### config.mk
export PLATFORM = sky130hd
export DESIGN_NAME = hamming_ball_key_enumerator_top
export DESIGN_NICKNAME = d
export VERILOG_FILES = /design/src/hdl/hbke_pkg.sv /design/src/hdl/hbke_next_mask.sv /design/src/hdl/hamming_ball_key_enumerator_top.sv
export SDC_FILE = /design/constraint.sdc
export NUM_CORES = 1
export LEC_CHECK = 0
export BUFFER_PORTS_ARGS = -buffer_cell sky130_fd_sc_hd__buf_2
export CAP_MARGIN = 20
export CELL_PAD_IN_SITES_DETAIL_PLACEMENT = 1
export CELL_PAD_IN_SITES_GLOBAL_PLACEMENT = 1
export CORE_MARGIN = 1.5
export CORE_UTILIZATION = 46
export DETAILED_ROUTE_END_ITERATION = 12
export PLACE_DENSITY_LB_ADDON = 0.2
export SLEW_MARGIN = 20
export SYNTH_ARGS = -nofsm -noshare
export SYNTH_HDL_FRONTEND = slang
export SYNTH_SLANG_ARGS = --single-unit
### constraint.sdc
create_clock -name clk -period 9.9 [get_ports clk]
set_input_delay 0.99 -clock clk [delete_from_list [all_inputs] [get_ports clk]]
set_output_delay 0.99 -clock clk [all_outputs]
set_load 0.01 [all_outputs]
### src/hdl/hbke_pkg.sv
// ----------------------------------------------------------------------------
// hbke_pkg
// Shared constants, types and mask helpers for the Hamming-ball key
// enumerator.
// ----------------------------------------------------------------------------
package hbke_pkg;

  localparam int KEY_BITS        = 32;
  localparam int MAX_FLIPS_LIMIT = 10;
  localparam int FLIP_W          = 4;
  localparam int CFG_IDX_W       = 1;
  localparam int CFG_DATA_W      = 32;
  // shift amount for the next-combination block, up to KEY_BITS + 1
  localparam int SHIFT_W         = $clog2(KEY_BITS + 2);

  // largest usable flip count
  localparam int EFF_CAP = (MAX_FLIPS_LIMIT < KEY_BITS) ? MAX_FLIPS_LIMIT : KEY_BITS;

  localparam logic [KEY_BITS-1:0] BASE_KEY_RESET  = KEY_BITS'(32'h9E3DF386);
  localparam logic [FLIP_W-1:0]   MAX_FLIPS_RESET = FLIP_W'(10);

  // register indexes
  localparam logic [CFG_IDX_W-1:0] CFG_BASE_KEY  = 1'b0;
  localparam logic [CFG_IDX_W-1:0] CFG_MAX_FLIPS = 1'b1;

  // result of one next-combination step
  typedef struct packed {
    logic                has_next;
    logic [KEY_BITS-1:0] mask;
  } step_t;

  // top k bits set: first combination of weight k
  function automatic logic [KEY_BITS-1:0] first_mask(input logic [FLIP_W-1:0] k);
    logic [KEY_BITS-1:0] m;
    m = '0;
    for (int i = 0; i < KEY_BITS; i++) begin
      m[KEY_BITS-1-i] = (i < int'(k));
    end
    return m;
  endfunction

  // low k bits set: last combination of weight k
  function automatic logic [KEY_BITS-1:0] last_mask(input logic [FLIP_W-1:0] k);
    logic [KEY_BITS-1:0] m;
    m = '0;
    for (int i = 0; i < KEY_BITS; i++) begin
      m[i] = (i < int'(k));
    end
    return m;
  endfunction

endpackage

### src/hdl/hbke_next_mask.sv
// ----------------------------------------------------------------------------
// hbke_next_mask
// Next same-weight flip mask in lexicographic order of string positions,
// where position 0 is the top key bit.
// ----------------------------------------------------------------------------
module hbke_next_mask
  import hbke_pkg::*;
(
  input  logic [KEY_BITS-1:0] mask,
  output step_t               step
);

  logic [KEY_BITS:0]   ext;
  logic [KEY_BITS:0]   inc;
  logic [KEY_BITS-1:0] tail;      // trailing ones of the mask
  logic [KEY_BITS:0]   tail_end;  // one-hot at the first zero above them
  logic [SHIFT_W-1:0]  tail_len;
  logic [SHIFT_W-1:0]  shamt;
  logic [KEY_BITS-1:0] rest;
  logic [KEY_BITS-1:0] low_bit;
  logic [KEY_BITS-1:0] block;

  // split off the packed run at the low end
  assign ext      = {1'b0, mask};
  assign inc      = ext + {{KEY_BITS{1'b0}}, 1'b1};
  assign tail     = mask & ~inc[KEY_BITS-1:0];
  assign tail_end = inc & ~ext;

  // one-hot to binary: length of the trailing run
  always_comb begin
    tail_len = '0;
    for (int j = 0; j <= KEY_BITS; j++) begin
      if (tail_end[j]) begin
        tail_len = tail_len | SHIFT_W'(j);
      end
    end
  end

  assign shamt = tail_len + SHIFT_W'(1);

  // lowest set bit outside the run moves down one place, run packs behind it
  assign rest    = mask & ~tail;
  assign low_bit = rest & (~rest + {{(KEY_BITS-1){1'b0}}, 1'b1});
  assign block   = low_bit - (low_bit >> shamt);

  assign step.has_next = |rest;
  assign step.mask     = (rest & ~low_bit) | block;

endmodule

### src/hdl/hamming_ball_key_enumerator_top.sv
// ----------------------------------------------------------------------------
// hamming_ball_key_enumerator_top
// Steps through every key 1 to max_flips (clamped 1..10) flips from base_key.
// ----------------------------------------------------------------------------
// Usage:
//   in channel (in_valid/in_ready, restart): each word is one request.
//   restart = 1 begins again at the first one-bit candidate, restart = 0
//   asks for the next candidate in order of weight, then lexicographic
//   order of flipped positions (position 0 is key bit 31).
//   out channel (out_valid/out_ready): one result word per request with
//   candidate, flip_count, final_res and exhausted.
//   Configuration: cfg_wr_en writes cfg_data into register cfg_addr
//   (0 base_key, 1 max_flips) at once; write only while idle.
// Timing:
//   one request per cycle sustained while out_ready stays high; a result is
//   valid in the cycle after its request is taken. A single combinational
//   next-combination block lies between the enumeration state and result register.
// Reset and stall:
//   rst clears the enumeration state and the result valid flag and loads
//   the default base key and flip limit. While the receiver stalls, the
//   result register holds and in_ready drops; a request is taken in the
//   same cycle the held result leaves.
// ----------------------------------------------------------------------------
module hamming_ball_key_enumerator_top
  import hbke_pkg::*;
(
  input  logic                  clk,
  input  logic                  rst,
  input  logic                  cfg_wr_en,
  input  logic [CFG_IDX_W-1:0]  cfg_addr,
  input  logic [CFG_DATA_W-1:0] cfg_data,
  input  logic                  in_valid,
  output logic                  in_ready,
  input  logic                  restart,
  output logic                  out_valid,
  input  logic                  out_ready,
  output logic [KEY_BITS-1:0]   candidate,
  output logic [FLIP_W-1:0]     flip_count,
  output logic                  final_res,
  output logic                  exhausted
);

  logic [KEY_BITS-1:0] base_key;
  logic [FLIP_W-1:0]   max_flips;
  logic [KEY_BITS-1:0] flip_mask;
  logic [KEY_BITS-1:0] flip_mask_next;
  logic [FLIP_W-1:0]   weight;
  logic [FLIP_W-1:0]   weight_next;
  logic                done;
  logic                done_next;
  logic                issue;
  logic [FLIP_W-1:0]   lim;
  logic                accept;
  step_t               step;

  // configuration registers
  always_ff @(posedge clk) begin
    if (rst) begin
      base_key  <= BASE_KEY_RESET;
      max_flips <= MAX_FLIPS_RESET;
    end else if (cfg_wr_en) begin
      case (cfg_addr)
        CFG_BASE_KEY:  base_key  <= cfg_data[KEY_BITS-1:0];
        CFG_MAX_FLIPS: max_flips <= cfg_data[FLIP_W-1:0];
        default: ;
      endcase
    end
  end

  // effective flip limit
  always_comb begin
    if (max_flips == '0) begin
      lim = FLIP_W'(1);
    end else if (max_flips > FLIP_W'(EFF_CAP)) begin
      lim = FLIP_W'(EFF_CAP);
    end else begin
      lim = max_flips;
    end
  end

  hbke_next_mask u_next (
    .mask (flip_mask),
    .step (step)
  );

  // enumeration step for one request
  always_comb begin
    flip_mask_next = flip_mask;
    weight_next    = weight;
    done_next      = done;
    issue          = 1'b0;
    if (restart || (!done && weight == '0)) begin
      weight_next    = FLIP_W'(1);
      flip_mask_next = first_mask(FLIP_W'(1));
      done_next      = 1'b0;
      issue          = 1'b1;
    end else if (!done) begin
      if (weight > lim) begin
        done_next = 1'b1;
      end else if (step.has_next) begin
        flip_mask_next = step.mask;
        issue          = 1'b1;
      end else if (weight < lim) begin
        weight_next    = weight + FLIP_W'(1);
        flip_mask_next = first_mask(weight + FLIP_W'(1));
        issue          = 1'b1;
      end else begin
        done_next = 1'b1;
      end
    end
  end

  assign in_ready = !out_valid || out_ready;
  assign accept   = in_valid && in_ready;

  // enumeration state
  always_ff @(posedge clk) begin
    if (rst) begin
      flip_mask <= '0;
      weight    <= '0;
      done      <= 1'b0;
    end else if (accept) begin
      flip_mask <= flip_mask_next;
      weight    <= weight_next;
      done      <= done_next;
    end
  end

  // result register
  always_ff @(posedge clk) begin
    if (rst) begin
      out_valid <= 1'b0;
    end else if (accept) begin
      out_valid <= 1'b1;
    end else if (out_ready) begin
      out_valid <= 1'b0;
    end
  end

  always_ff @(posedge clk) begin
    if (accept) begin
      candidate  <= issue ? (base_key ^ flip_mask_next) : '0;
      flip_count <= issue ? weight_next : '0;
      final_res  <= issue && (weight_next == lim) &&
                    (flip_mask_next == last_mask(weight_next));
      exhausted  <= !issue;
    end
  end

  // exhausted words carry no candidate
  a_exhausted_empty: assert property (@(posedge clk) disable iff (rst)
    (out_valid && exhausted) |-> (candidate == '0 && flip_count == '0 && !final_res))
    else $error("exhausted word carries candidate data");

  // live candidates always have a flip count
  a_live_weight: assert property (@(posedge clk) disable iff (rst)
    (out_valid && !exhausted) |-> (flip_count != '0))
    else $error("candidate issued with zero flip count");

  // once finished, a plain request reports exhausted
  a_done_sticky: assert property (@(posedge clk) disable iff (rst)
    (accept && !restart && done) |=> (out_valid && exhausted))
    else $error("request after finish did not report exhausted");

  // mask popcount tracks the weight
  a_mask_weight: assert property (@(posedge clk) disable iff (rst)
    (weight != '0) |-> ($countones(flip_mask) == int'(weight)))
    else $error("flip mask weight differs from weight register");

endmodule
==> flow_metrics.env <==
export IMPL_synth_seq_area_share_pct=23.25
export IMPL_grt_pass1_wl_mm=74.24
export IMPL_whs_ns=0.4733
export IMPL_ios=79
export IMPL_hold_buffers=0
export IMPL_max_stage_delay_ns=0.67
export IMPL_fp_dieW_um=159.6
export IMPL_viasPerCell=6.573
export IMPL_postCtsSetupRepairBufs=0
export IMPL_drtIter0Drc=1254
export IMPL_syn_nets=1672
export IMPL_setup_viol=0
export IMPL_worstSetupPathType="register to register"
export IMPL_grt_pass1_vias=12540
export IMPL_gr_usage_met3_pct=4.038
export IMPL_end_kind="register"
export IMPL_final_nets=1687
export IMPL_wire_per_inst_um=24.78
export IMPL_met1_usage_pct=49.35
export IMPL_clock_path_buffers=2
export IMPL_cts_clk_slew_worst_paths_ns=0.08
export IMPL_grt_total_usage_pct=37.24
export IMPL_hold_violations=0
export IMPL_period_share_pct=93.86
export IMPL_hold_path_startpoint="base_key[22]"
export IMPL_synth_ff_type="dfxtp_1"
export IMPL_num_vias=12740
export IMPL_fmax_mhz=107.6
export IMPL_cts_sinks=112
export IMPL_start_util_pct=46.65
export IMPL_io_buffers=78
export IMPL_num_antenna_cells=0
export IMPL_syn_area_per_cell_um2=7.075
export IMPL_synth_edf_count=38
export IMPL_fin_skew_ns=0.01454
export IMPL_wirelength_mm=48.03
export IMPL_grt_overflow_total=0
export IMPL_irDropWorstVdd_mv=0.09147
export IMPL_cp_required_ns=10.08
export IMPL_register_area_mm2=0.002633
export IMPL_clockRootBuffer="clkbuf_16"
export IMPL_yosys_warnings=0
export IMPL_dr_pass1_iters=5
export IMPL_multi_input_area_mm2=0.008077
export IMPL_cts_tree="done"
export IMPL_gp_congestion=1.004
export IMPL_route_detailed_drc=0
export IMPL_path_max_fanout=18
export IMPL_area_growth_syn_to_layout_pct=8.920
export IMPL_tightest_slew_ns=1.238
export IMPL_ys_types=93
export IMPL_drv_slew=0
export IMPL_n_fill_cell=3133
export IMPL_startpoint="flip_mask[7]"
export IMPL_rsz0062_at_grt="false"
export IMPL_die_y_um=159.6
export IMPL_syn_inst=1594
export IMPL_hp_class="register to register"
export IMPL_relSlewSlack_pct=16.40
export IMPL_clkLatencyLatePin_ns=0.36
export IMPL_worst_ep_arrival_time_ns=9.47
export IMPL_ys_seq_elements=112
export IMPL_use_met2_pct=61.65
export IMPL_dieArea_mm2=0.02547
export IMPL_grt_busiest_layer="met2"
export IMPL_layout_min_cycle_time_ns=9.292
export IMPL_cp_start_kind="register"
export IMPL_hpwl_mm=37.74
export IMPL_tns_ns=0
export IMPL_p_per_area_mw_per_mm2=123.1
export IMPL_max_cap_violations=0
export IMPL_core_region_area_mm2=0.02418
export IMPL_async_reset_ff_share_pct=0
export IMPL_numCtsBuffers=9
export IMPL_rows=57
export IMPL_layout_drive_gt1_share_pct=13.38
export IMPL_crit_slowest_cell="or4_4"
export IMPL_p_leak_nw=4.888
export IMPL_cts_resized=0
export IMPL_drtAntennaViolNets=0
export IMPL_crit_path_frequent_cell="a21oi_1"
export IMPL_grt_max_degree=47
export IMPL_syn_cell_area_mm2=0.01128
export IMPL_htree_levels=3
export IMPL_outcome="finished, final reports clean"
export IMPL_r2r_start="flip_mask[7]"
export IMPL_antenna_found_initial=0
[state kept, by name, indices dropped and copies added (netlist names)]
register,flops
base_key,32
candidate,32
flip_mask,32
flip_count,4
max_flips,4
weight,4
done,1
exhausted,1
final_res,1
out_valid,1
[cell usage after synthesis (13+ instances only)]
cell      count  area (µm²)
dfxtp_1      74        1481
nand4_1      31       193.9
inv_1        30       112.6
a21o_1       29       217.7
mux2_2       13       146.4
o21a_1       13       97.59
or3_1        17       106.4
xnor2_1      39       341.6
clkbuf_1     92       345.3
o21ai_0      73       365.4
nor3_1       48       240.2
a31oi_1      20       125.1
o21bai_1     13       97.59
nor2_1      190       713.2
edfxtp_1     38        1141
mux2i_1      32       320.3
nor4_1       26       162.7
xor2_1       29       254.0
nand2b_1     16       100.1
nand3_1      40       200.2
a211oi_1     31       232.7
ha_1         38       475.5
nand3b_1     20       150.1
a21oi_1     139       695.7
and3_1       14       87.58
buf_2        14       70.07
nand2_1     255       957.2
[area by class of cell]
class,count,share of cell area [%]
clock buffers,10,1.864
clock inverters,6,0.4685
multi-input cells,1328,65.75
well taps,324,3.300
flip-flops and latches,112,21.43
inverters,32,0.9778
repair buffers,126,6.213
[through the flow]
stage / total power [mW] / utilization, % / instance area, µm² / std cells / setup slack [ns]
after floorplan: 0.9270 / - / 11280 / 1594 / 0.7346
after global placement: 1.124 / 49.45 / 11960 / 1922 / 0.5569
after detailed placement: 1.134 / 49.45 / 11960 / 1922 / 0.3260
after CTS: 1.495 / 50.63 / 12240 / 1938 / 0.2528
after global routing: 1.572 / 50.81 / 12280 / 1938 / 0.06356
final: 1.512 / 50.81 / 12280 / 1938 / 0.6079
[power by group]
group	switching [mW]	leakage [nW]	internal, mW
registers	0.0304	0.966	0.512
logic	0.398	3.78	0.208
clock network	0.187	0.141	0.178
total	0.615	4.89	0.897
[logic make-up (layout without fill, tap and decap cells)]
family,count (synthesis),count (layout),synth area share [%]
multiplexers,48,48,4.737
adder cells (fa/ha/maj),40,40,4.482
AO/OA/AOI/OAI,453,453,26.55
AND/OR/NAND/NOR,719,719,30.19
XOR/XNOR,68,68,5.281
buffers and inverters,154,174,5.514
flip-flops,112,112,23.25
[cell usage in the layout, fill, tap and decap left out, types with 31 or more instances in the layout]
master and n:
edfxtp_1 38, mux2i_1 32, nand2_1 255, nand4_1 31
dfxtp_1 66, nor2_1 189, nand3_1 40, ha_1 38
a21oi_1 139, o21ai_0 73, a211oi_1 31, nor3_1 48
buf_4 47, xnor2_1 38, buf_2 78
[worst paths after layout]
| kind | slack, ns | to | cells past startpoint |
|---|---|---|---|
| max | 0.61 | final_res | 29 |
| min | 0.47 | base_key[22] | 2 |
| max reg2reg | 0.61 | final_res | 29 |
| min reg2reg | 0.47 | base_key[22] | 2 |
[critical path: cells and delay by family (launching register included)]
family                     cells  cell delay [ns]
AOI/OAI and AO/OA             15             3.77
xor gates and xnor gates       1             0.23
adders and majority gates      1             0.50
DFF                            1             0.53
and+or+nand+nor               12             4.05
[per-layer routing]
layer	wire length, µm	vias to the layer above
met5	0	-
met4	2014	0
met3	3243	104
met2	22320	526
met1	20450	6288
li1	-	5820
No activity file was read; power rests on OpenSTA's default activity.
